## src/rtl/core/csltp_fifo.sv

```systemverilog
// small first-in first-out queue with occupancy count
module csltp_fifo
    #(
        parameter int WIDTH = 8,
        parameter int DEPTH = 4
    )
    (
        input  logic                         clk,
        input  logic                         rst_n,
        input  logic                         wr_en,
        input  logic [WIDTH-1:0]             wr_data,
        input  logic                         rd_en,
        output logic [WIDTH-1:0]             rd_data,
        output logic                         is_empty,
        output logic [$clog2(DEPTH+1)-1:0]   count
    );

    localparam int PW = (DEPTH > 1) ? $clog2(DEPTH) : 1;
    localparam int CW = $clog2(DEPTH + 1);

    logic [WIDTH-1:0] mem [DEPTH];
    logic [PW-1:0]    wr_ptr_reg, wr_ptr_next;
    logic [PW-1:0]    rd_ptr_reg, rd_ptr_next;
    logic [CW-1:0]    count_reg, count_next;
    logic             do_wr, do_rd;

    assign do_wr = wr_en && (count_reg != CW'(DEPTH));
    assign do_rd = rd_en && (count_reg != '0);

    always_comb
    begin
        wr_ptr_next = wr_ptr_reg;
        rd_ptr_next = rd_ptr_reg;
        count_next  = count_reg;
        if (do_wr)
            wr_ptr_next = (wr_ptr_reg == PW'(DEPTH - 1)) ? '0 : wr_ptr_reg + PW'(1);
        if (do_rd)
            rd_ptr_next = (rd_ptr_reg == PW'(DEPTH - 1)) ? '0 : rd_ptr_reg + PW'(1);
        if (do_wr && !do_rd)
            count_next = count_reg + CW'(1);
        else if (do_rd && !do_wr)
            count_next = count_reg - CW'(1);
    end

    always_ff @(posedge clk or negedge rst_n)
    begin
        if (!rst_n)
        begin
            wr_ptr_reg <= '0;
            rd_ptr_reg <= '0;
            count_reg  <= '0;
        end
        else
        begin
            wr_ptr_reg <= wr_ptr_next;
            rd_ptr_reg <= rd_ptr_next;
            count_reg  <= count_next;
        end
    end

    always_ff @(posedge clk)
    begin
        if (do_wr)
            mem[wr_ptr_reg] <= wr_data;
    end

    assign rd_data  = mem[rd_ptr_reg];
    assign is_empty = (count_reg == '0);
    assign count    = count_reg;

endmodule

```

## config.mk

```make
export PLATFORM = sky130hd
export DESIGN_NAME = csltp_fifo
export DESIGN_NICKNAME = d
export VERILOG_FILES = /design/src/rtl/core/csltp_fifo.sv
export SDC_FILE = /design/constraint.sdc
export NUM_CORES = 1
export LEC_CHECK = 0
export ABC_CLOCK_PERIOD_IN_PS = 1930
export BUFFER_PORTS_ARGS = -buffer_cell sky130_fd_sc_hd__buf_2
export CORE_ASPECT_RATIO = 2
export CORE_MARGIN = 2
export CORE_UTILIZATION = 50
export CTS_CLUSTER_DIAMETER = 50
export DETAILED_ROUTE_END_ITERATION = 7
export GPL_ROUTABILITY_DRIVEN = 1
export HOLD_SLACK_MARGIN = 0.06
export PLACE_DENSITY_LB_ADDON = 0.1
export SYNTH_ARGS = -nofsm -noshare
export SYNTH_HDL_FRONTEND = slang
export SYNTH_SLANG_ARGS = --single-unit
```

## constraint.sdc

```tcl
create_clock -name clk -period 1.93 [get_ports clk]
set_clock_uncertainty 0.05 [all_clocks]
set_input_delay 0.2895 -clock clk [delete_from_list [all_inputs] [get_ports clk]]
set_output_delay 0.2895 -clock clk [all_outputs]
set_load 0.05 [all_outputs]
```

==> run summary <==
The flow ran to the end, and the final reports show no timing, DRC or antenna violations. The routed length per instance is 16.5 µm. The largest net degree at the start of global routing came out at 13.

The slowest cell on the critical path is sky130_fd_sc_hd__mux4_2. For this design the static power due to leakage is 0.000775 µW. The number of setup violations in the final report came out at 0. The final max-slew violation count is 0. The total negative setup slack is 0 ps. The critical setup path kind is reg -> out.

The maximum fanout count along the critical path came out at 4. The fmax came out at 535 MHz. The gate count of the mapped netlist came out at 79. TritonCTS built the clock tree.

The mean cell area of the mapped netlist is 20.4 µm². The insertion delay to the later sink of the worst-skew pair came out at 290 ps. Setup slack on the worst reg-to-reg path comes out at 90 ps. By area the synthesized netlist is led by sky130_fd_sc_hd__edfxtp_1, sky130_fd_sc_hd__mux4_2, sky130_fd_sc_hd__dfrtp_1, sky130_fd_sc_hd__ha_1, sky130_fd_sc_hd__mux2_2. Counting instances, the worst hold path has a depth of 1.

The async set-or-reset flop fraction in the synthesized netlist came out at 17.9%. The number of nets with antenna violations after detailed routing came out at 0. The nature of the critical path startpoint is a register. The startpoint identified for the worst register-to-register timing path is count[2]$_DFFE_PN0P_. The worst hold path belongs to the class in -> reg.

The hold violation count in the final report is 0. The standard-cell row count is 29. Synthesis instantiated 20 different standard cells from the library.

In this run the biggest area consumer among cell types represents 59.6% of the synthesized area. For the pin with the worst max-slew slack, the measured transition is 428 ps. The worst register-to-register path has a depth of 8.

In the synthesized netlist the dominant register cell turns out to be sky130_fd_sc_hd__edfxtp_1. The post-route worst setup slack came out at 61.8 ps. The number of vias per cell after detailed routing is 5.34. The count of flip-flops with a built-in enable after synthesis is 32. The clock net in this run drives a total of 39 sinks. The power density over the cells is 1820 nW/µm². The area of the mapped netlist is 1610 µm².

The number of buffers added by the clock tree synthesis step is 5. The area inside the core boundary is 3120 µm². The die is 44.1 µm wide. The worst setup path is captured at a primary output. The initial detailed-routing violation count came out at 16. For this run, the slowest stage of the critical path takes 490 ps. The minimum clock period is 1870 ps. The capturing point of the worst reg2reg path is count[2]$_DFFE_PN0P_. The maximum buffer depth of the clock tree is 2.

Walking the worst path, the cells encountered are clkbuf_4 -> mux4_2 -> buf_2. The count of synthesis-stage warnings from yosys came out at 0. The count of antenna diodes in the layout came out at 0. The total number of H-tree levels is 2.

The fraction of the cycle the final worst path needs came out at 96.8%. The capture endpoint of the worst hold path is mem[0][3]$_DFFE_PP_. The setup slack at placement came out at 20.5 ps. The data arrival at the endpoint of the critical path is 1530 ps.

The number of flip-flops under the largest register name came out at 32. The endpoint required time on the critical path is 1590 ps. The count of fill cells added during filler insertion is 234. The number of design rule violations left after detail routing came out at 0.

The worst hold path begins at wr_data[3]. Setup repair after global routing could not meet its margin everywhere. By count the netlist is led by sky130_fd_sc_hd__edfxtp_1, sky130_fd_sc_hd__mux4_2, sky130_fd_sc_hd__dfrtp_1. The number of nets produced by synthesis came out at 98. The floorplan die height is 84.3 µm. The clock transition time at the flip-flop clock pins of the worst setup and hold paths came out at 70 ps. The share of layout cells above drive strength 1 is 54.2%. The total grt overflow is 0. The utilization after layout is 63.8%. By instance count, the leading cell after synthesis is sky130_fd_sc_hd__edfxtp_1. The overall track demand over capacity in global routing came out at 15.4%.

The starting density of the core came out at 51.6%. The top-level I/O count is 24. The root buffer cell chosen for the clock tree is sky130_fd_sc_hd__clkbuf_8. The growth of design area from synthesis to finish came out at 23.4%. Of all cell types, the one taking the most synthesized area is sky130_fd_sc_hd__edfxtp_1. The pre-antenna-repair detailed-routing pass consisted of 2 iterations. The first global-routing pass estimated 3860 µm of wire. The area enclosed by the die boundary came out at 3720 µm². The flop and latch count out of synthesis is 39. The count of buffers added on input and output ports is 23. The number of global-route vias before repair came out at 814.

The detailed-route wire length came out at 2460 µm. The via count of the routed design is 795. The number of antenna violations at the first check in global routing came out at 0. Routability-driven placement finished with a final weighted congestion of 0.710. Of the synthesized area, sequential elements account for 70.5%. The post-layout instance area is 1990 µm². The largest voltage drop on the vdd net is 1.10 mV. The tool flagged a number of max-cap violations equal to 0. The worst pin sits at a relative slew slack of 71.5%. The placed instance area is 1810 µm². The final layout net count came out at 136.
[repair_timing]
item                                    in CTS  in global routing
hold buffers                                 1                  0
endpoints found under the setup margin       9                  7
pin swaps                                    0                  2
gates resized for setup                      1                  9
buffers inserted                             3                  3
endpoints found under the hold margin        7                  0
[stage by stage]
| step | hold slack (ps) | power, µW | std cells |
|---|---|---|---|
| 6_report | 162 | 3620 | 149 |
| 5_1_grt | 151 | 3800 | 149 |
| 4_1_cts | 158 | 3590 | 146 |
| 3_5_place_dp | 86.8 | 2850 | 134 |
| 3_3_place_gp | 85.9 | 2810 | 134 |
| 2_1_floorplan | -56.1 | 2530 | 79 |
[worst max-delay path, delay by kind of cell (launching register included)]
kind / cells / cell delay [ps]
muxes: 1 / 490
buffers and inverters: 2 / 400
DFF: 1 / 360
[worst max-delay path by stage]
stage                                    from                    to  slack, ps
floorplan                count[1]$_DFFE_PN0P_  count[2]$_DFFE_PN0P_       -420
global placement         count[1]$_DFFE_PN0P_  count[2]$_DFFE_PN0P_         90
detailed placement       count[1]$_DFFE_PN0P_  count[2]$_DFFE_PN0P_         20
CTS                      count[2]$_DFFE_PN0P_  count[2]$_DFFE_PN0P_         10
global route             count[1]$_DFFE_PN0P_  count[2]$_DFFE_PN0P_         -3
finish              rd_ptr_reg[0]$_DFFE_PN0P_            rd_data[6]         60
[placed cells by master, fill, tap and decap left out, drive strengths merged]
| master | n |
|---|---|
| a21boi | 1 |
| a21oi | 1 |
| and2 | 3 |
| buf | 31 |
| bufinv | 1 |
| clkbuf | 7 |
| clkinv | 1 |
| dfrtp | 7 |
| dlygate4sd3 | 1 |
| edfxtp | 32 |
| fa | 1 |
| ha | 6 |
| inv | 3 |
| mux2 | 5 |
| mux4 | 8 |
| nand2 | 1 |
| nand2b | 1 |
| nor2 | 4 |
| nor3 | 1 |
| xnor2 | 1 |
| xor2 | 2 |
[layer usage]
layer,GRT usage [%],share of wire [%]
met1,15.3,36
met2,26.5,57
met3,4.95,4.4
met4,9.09,3.1
met5,0,0
[final cells by class]
cell class	count	area [µm²]	area share [%]
sequential	39	1140	57.4
timing repair buffer	33	203	10.2
multi-input combinational	35	478	24.0
clock inverter	2	35.0	1.76
inverter	3	11.3	0.566
tap	31	38.8	1.95
clock buffer	6	82.6	4.15
[cells by family after synthesis]
kind of cell,Yosys count,share of synthesized area [%]
xor+xnor,3,1.63
compound gates,2,1.47
simple gates,10,3.96
fa+ha+maj,7,5.90
mux,13,15.1
flops,39,70.5
buf+inv,5,1.40
[report_power, final]
part	switching, µW	internal (µW)	leakage [µW]
clock	267	418	0.0000612
sequential	159	1150	0.000371
combinational	968	663	0.000342
total	1390	2230	0.000775
Note: power is estimated with default switching activity, not from simulation.
