`config.mk`:
```
export PLATFORM = sky130hd
export DESIGN_NAME = csltp_back
export DESIGN_NICKNAME = d
export VERILOG_FILES = /design/src/rtl/core/csltp_pkg.sv /design/src/rtl/core/csltp_back.sv
export SDC_FILE = /design/constraint.sdc
export NUM_CORES = 2
export LEC_CHECK = 0
export BUFFER_PORTS_ARGS = -buffer_cell sky130_fd_sc_hd__buf_4
export CAP_MARGIN = 10
export CORE_AREA = 2 2 282 214
export CTS_CLUSTER_SIZE = 14
export DETAILED_ROUTE_END_ITERATION = 8
export DIE_AREA = 0 0 284 216
export PLACE_DENSITY = 0.66
export RECOVER_POWER = 50
export SLEW_MARGIN = 5
export SYNTH_ARGS = -nofsm -noshare
export SYNTH_HDL_FRONTEND = slang
export SYNTH_SLANG_ARGS = --single-unit
```
`constraint.sdc`:
```
create_clock -name clk -period 15.8 [get_ports clk]
set_clock_uncertainty 0.1 [all_clocks]
set_input_delay 0.79 -clock clk [delete_from_list [all_inputs] [get_ports clk]]
set_output_delay 0.79 -clock clk [all_outputs]
set_load 0.01 [all_outputs]
```
`src/rtl/core/csltp_pkg.sv`:
```
// shared types, constants and rounding helper for the texture code block
package csltp_pkg;

    localparam int PIX_W   = 8;
    localparam int XW      = 12;
    localparam int YW      = 13;
    localparam int TAU_W   = 16;
    localparam int CODE_W  = 7;
    localparam int CFG_W   = 16;
    localparam int CIDX_W  = 2;
    localparam int NPAIRS  = 4;
    localparam int PROD_W  = 18;
    localparam int FRAC_W  = 17;
    localparam int NUM_W   = 25;
    localparam int RANGE_W = 9;

    // queue depths and count widths
    localparam int JQ_DEPTH = 4;
    localparam int OQ_DEPTH = 4;
    localparam int QCNT_W   = $clog2(JQ_DEPTH + 1);
    localparam int OCNT_W   = $clog2(OQ_DEPTH + 1);

    // register indexes
    localparam logic [CIDX_W-1:0] CFG_IMAGE_WIDTH  = 2'd0;
    localparam logic [CIDX_W-1:0] CFG_IMAGE_HEIGHT = 2'd1;
    localparam logic [CIDX_W-1:0] CFG_TAU_SCALE    = 2'd2;

    // reset values of the registers
    localparam logic [XW-1:0]    RST_WIDTH  = 12'd640;
    localparam logic [YW-1:0]    RST_HEIGHT = 13'd480;
    localparam logic [TAU_W-1:0] RST_TAU    = 16'd1966;

    // ternary digit codes
    localparam logic [1:0] TC_INSIDE = 2'd0;
    localparam logic [1:0] TC_ABOVE  = 2'd1;
    localparam logic [1:0] TC_BELOW  = 2'd3;

    localparam logic [CODE_W-1:0] PAIR_WEIGHT [NPAIRS] = '{7'd1, 7'd3, 7'd9, 7'd27};

    typedef struct packed {
        logic [XW-1:0] image_width;
        logic [YW-1:0] image_height;
    } geom_t;

    // one window ready for coding
    typedef struct packed {
        logic [PIX_W-1:0]             centre;
        logic [NPAIRS-1:0][PIX_W-1:0] pa;
        logic [NPAIRS-1:0][PIX_W-1:0] pb;
        logic                         eol;
        logic                         eoi;
    } job_t;

    typedef struct packed {
        logic [CODE_W-1:0] code;
        logic              eol;
        logic              eoi;
    } result_t;

    // q16 fraction rounded to nearest, ties to even
    function automatic logic [RANGE_W-1:0] round_q16_even(input logic [NUM_W-1:0] num);
        logic [RANGE_W-1:0] q;
        logic [15:0]        rem;
        q   = num[NUM_W-1:16];
        rem = num[15:0];
        if (rem > 16'h8000 || (rem == 16'h8000 && q[0]))
            q = q + RANGE_W'(1);
        return q;
    endfunction

endpackage

```
`src/rtl/core/csltp_back.sv`:
```
// back end: pair products, centre range and ternary coding in two stages
module csltp_back
    import csltp_pkg::*;
    (
        input  logic              clk,
        input  logic              rst_n,
        input  logic [TAU_W-1:0]  tau_scale,
        input  logic              job_valid,
        input  job_t              job,
        output logic              job_pop,
        input  logic [OCNT_W-1:0] oq_count,
        output logic              res_push,
        output result_t           res
    );

    logic signed [PIX_W:0]  da [NPAIRS];
    logic signed [PIX_W:0]  db [NPAIRS];
    logic [FRAC_W-1:0]      lo_f, hi_f;

    logic                     b1_valid_reg, b2_valid_reg;
    logic signed [PROD_W-1:0] prod_reg [NPAIRS];
    logic [NUM_W-1:0]         lo_num_reg, hi_num_reg;
    logic                     b1_eol_reg, b1_eoi_reg;
    result_t                  b2_res_reg;

    logic [RANGE_W-1:0]       lo_r, hi_r, hi_c;
    logic signed [PROD_W-1:0] lo_s, hi_s;
    logic [1:0]               digit [NPAIRS];
    logic [CODE_W-1:0]        code;

    // words in flight count against output queue space
    assign job_pop = job_valid && (((OCNT_W+1)'(oq_count) + (OCNT_W+1)'(b1_valid_reg)
                     + (OCNT_W+1)'(b2_valid_reg)) < (OCNT_W+1)'(OQ_DEPTH));

    always_comb
    begin
        for (int k = 0; k < NPAIRS; k++)
        begin
            da[k] = signed'({1'b0, job.pa[k]}) - signed'({1'b0, job.centre});
            db[k] = signed'({1'b0, job.pb[k]}) - signed'({1'b0, job.centre});
        end
    end

    assign lo_f = 17'h10000 - {1'b0, tau_scale};
    assign hi_f = 17'h10000 + {1'b0, tau_scale};

    always_ff @(posedge clk)
    begin
        if (job_pop)
        begin
            for (int k = 0; k < NPAIRS; k++)
                prod_reg[k] <= PROD_W'(da[k] * db[k]);
            lo_num_reg <= NUM_W'(job.centre) * NUM_W'(lo_f);
            hi_num_reg <= NUM_W'(job.centre) * NUM_W'(hi_f);
            b1_eol_reg <= job.eol;
            b1_eoi_reg <= job.eoi;
        end
    end

    assign lo_r = round_q16_even(lo_num_reg);
    assign hi_r = round_q16_even(hi_num_reg);
    assign hi_c = (hi_r > RANGE_W'(255)) ? RANGE_W'(255) : hi_r;
    assign lo_s = signed'(PROD_W'(lo_r));
    assign hi_s = signed'(PROD_W'(hi_c));

    always_comb
    begin
        code = '0;
        for (int k = 0; k < NPAIRS; k++)
        begin
            if (prod_reg[k] < lo_s)
                digit[k] = TC_BELOW;
            else if (prod_reg[k] > hi_s)
                digit[k] = TC_ABOVE;
            else
                digit[k] = TC_INSIDE;
            code = code + CODE_W'(CODE_W'(digit[k]) * PAIR_WEIGHT[k]);
        end
    end

    always_ff @(posedge clk)
    begin
        if (b1_valid_reg)
        begin
            b2_res_reg.code <= code;
            b2_res_reg.eol  <= b1_eol_reg;
            b2_res_reg.eoi  <= b1_eoi_reg;
        end
    end

    always_ff @(posedge clk or negedge rst_n)
    begin
        if (!rst_n)
        begin
            b1_valid_reg <= 1'b0;
            b2_valid_reg <= 1'b0;
        end
        else
        begin
            b1_valid_reg <= job_pop;
            b2_valid_reg <= b1_valid_reg;
        end
    end

    assign res_push = b2_valid_reg;
    assign res      = b2_res_reg;

endmodule

```
==> impl_metrics.json <==
{
  "post-synth-top-area-cell": "fa_1",
  "final_period_demand_of_the_worst_path_ns": 9.468,
  "register_area_share_after_synthesis": 0.1385,
  "design.die.area_um2": 61340,
  "critical-path-slowest-cell": "clkbuf_1",
  "viasPerCell": 5.336,
  "fillCellCount": 5380,
  "ys.flop_type": "edfxtp_1",
  "slew_viol_final": 167,
  "final_hold_viol_count": 0,
  "async_flop_share": 0.01493,
  "critical_path.startpoint_type": "primary input",
  "clock_tree_from_tritoncts": "built",
  "area_of_the_multi_input_gates_um2": 22640,
  "timing.critical_path.buf_inv": 5,
  "grt_start_max_net_pins": 66,
  "placementRows": 77,
  "mapped_area_um2": 28980,
  "drt_first_iter_violations": 1301,
  "layout.cells.most_common": "inv_1",
  "worstPathMaxFanout": 38,
  "critical_path.max_stage_delay_ns": 1.60,
  "synthDominantCellAreaShare": 0.3302,
  "cts_inserted_buffers": 17,
  "grt.overflow.total": 0,
  "synth_area_per_cell_um2": 9.444,
  "io_buffers": 106,
  "clock_sink_count": 134,
  "number_of_flip_flops_under_the_largest_register_name": 72,
  "die_h_um": 216,
  "first_global_vias": 22390,
  "io_pins": 107,
  "path_delay_family": "adder cells",
  "max_cap_viol_count": 3,
  "die_width_um": 284,
  "max_slew.worst_pin.slew_ns": 4.136,
  "r2r_slack_ns": 8.12,
  "drt_wl_total_mm": 67.99,
  "layout-area-overhead-vs-synth_pct": 7.486,
  "cp_data_required_time_ns": 15.91,
  "path_class": "primary input to register",
  "final_cell_mix": "inv_1 (561), fa_1 (478), ha_1 (384)",
  "synthesis.yosys.warnings": 0,
  "worst_skew_pair.late_latency_ns": 0.48,
  "max_clock_freq_mhz": 105.6,
  "cp_data_arrival_time_ns": 9.58,
  "postCtsResizedCells": 0,
  "clock-root-buffer": "clkbuf_16",
  "routabilityCongestion": 0.8815,
  "rsz0062_at_grt": "no",
  "worst_hold_path_type": "register to register",
  "cts.clk_slew.worst_paths_ns": 0.06,
  "worst_path_most_repeated_cell": "fa_1",
  "setup.worst_path.end_class": "register",
  "postRouteAntennaNets": 0,
  "final_layout_size_suffix_gt1_frac": 0.04845,
  "gate_count_post_synth": 3069,
  "routed_wire_length_per_instance_um": 17.22,
  "post-route-drc-count": 0,
  "dp_hpwl_mm": 56.27,
  "run_status": "finished, violations left",
  "grt_first_pass_wirelength_mm": 113.5,
  "detailroute.via_count": 21070,
  "number_of_antenna_violations_at_the_first_check_in_global_routing": 0,
  "slew_headroom": -1.757,
  "placeableCoreArea_um2": 58580,
  "maximum_level_of_the_cts_h_tree": 4,
  "synth_cell_types": 62,
  "final_worst_path_cycle_share": 0.5992,
  "starting_utilization_of_the_core_area": 0.4948,
  "syn_nets": 4027,
  "regArea_um2": 4014,
  "violations": "capacitance limit, slew limit",
  "drt_first_pass_iters": 6,
  "synth_area_leaders": "fa_1 (33%), ha_1 (17%), edfxtp_1 (14%)",
  "cts_buffer_depth": 2,
  "total_nets_final": 4103,
  "final-setup-viol-count": 0,
  "ys_seq_elements": 134,
  "grt_util_all_layers": 0.2316,
  "synth-edff-count": 132,
  "setup_tns_ns": 0,
  "antenna-diode-count": 0
}
## cell usage after synthesis, drive strengths merged (3+ instances only)
library cell  number
a2111oi            3
a211oi            12
a21boi            17
a21o              46
a21oi             93
a31oi              9
a41oi              4
and2             139
and3              12
and3b              4
clkbuf            57
edfxtp           132
fa               478
ha               384
inv              561
nand2            341
nand2b            41
nand3             60
nand3b             6
nand4             22
nor2             174
nor2b             41
nor3              30
nor4              23
o21a              29
o21ai             66
o21bai            20
o22ai              5
o41ai              6
or2               17
or3               13
or4                8
xnor2            148
xor2              35
## cells by family (layout without fill, tap and decap cells)
kind of cell | Yosys count | count (layout) | share of synthesized area
xor+xnor | 183 | 183 | 0.05556
mux | 3 | 3 | 0.001079
compound gates | 330 | 330 | 0.07261
buf+inv | 621 | 710 | 0.08073
flops | 134 | 134 | 0.1385
fa+ha+maj | 862 | 862 | 0.4959
simple gates | 936 | 936 | 0.1556
## repair_timing
item / in CTS / in global routing
endpoints found under the hold margin: 2 / 0
hold buffers: 1 / 0
buffers inserted: 0 / 0
## worst reg2reg max path, cell delays in order (launching register included)
cell and delay, ns:
edfxtp_1 0.55, nor4_1 0.11, a41oi_1 0.65, and3_1 0.34
nand4_1 0.13, xnor2_1 0.25, a211oi_1 0.73, ha_1 0.39
nor2b_1 0.14, o21a_1 0.16, o21a_1 0.17, o21a_1 0.18
o21a_1 0.16, o21ai_0 0.15, a21oi_1 0.13, or4_1 0.58
fa_1 0.54, inv_1 0.07, fa_1 0.41, inv_1 0.08
fa_1 0.43, ha_1 0.22, a21o_1 0.19, a21oi_1 0.23
o21bai_1 0.09, a21oi_1 0.17, xnor2_1 0.09
## through the flow
stage	instance area (um2)	instances	setup WS, ns	hold slack, ns	utilization
2_1_floorplan	28980	3069	7.574	0.3003	-
3_3_place_gp	30620	3915	7.276	0.3007	0.5227
3_5_place_dp	30620	3915	7.001	0.3257	0.5227
4_1_cts	31200	3948	7.519	0.3449	0.5327
5_1_grt	31150	3948	5.596	0.3532	0.5318
6_report	31150	3948	6.332	0.3362	0.5318
## final timing paths
check	start	end	cells past startpoint
max	job[66]	prod_reg[3][17]	28
min	b1_eol_reg	res[1]	0
max reg2reg	hi_num_reg[16]	res[8]	26
min reg2reg	b1_eol_reg	res[1]	0
max in group asynchronous	rst_n	res_push	2
min in group asynchronous	rst_n	b1_valid_reg	2
## routing by layer
| metal | share of wire | global-route usage | vias to the layer above | wire length (um) |
|---|---|---|---|---|
| met5 | 0 | 0 | - | 0 |
| met4 | 0.021 | 0.06561 | 0 | 1410 |
| met3 | 0.054 | 0.03446 | 72 | 3676 |
| met2 | 0.46 | 0.3724 | 520 | 31260 |
| met1 | 0.47 | 0.3270 | 10490 | 31640 |
| li1 | - | - | 9983 | - |
## cell type report
class,count,share of cell area
Multi-Input combinational cell,2314,0.7268
Clock inverter,12,0.004579
Clock buffer,20,0.01402
Timing Repair Buffer,116,0.02635
Inverter,562,0.06772
Tap cell,790,0.03173
Sequential cell,134,0.1288
Power is left out: the tool's default activity adds up to more than one toggle a clock period on the data nets, which glitch-free logic cannot reach.
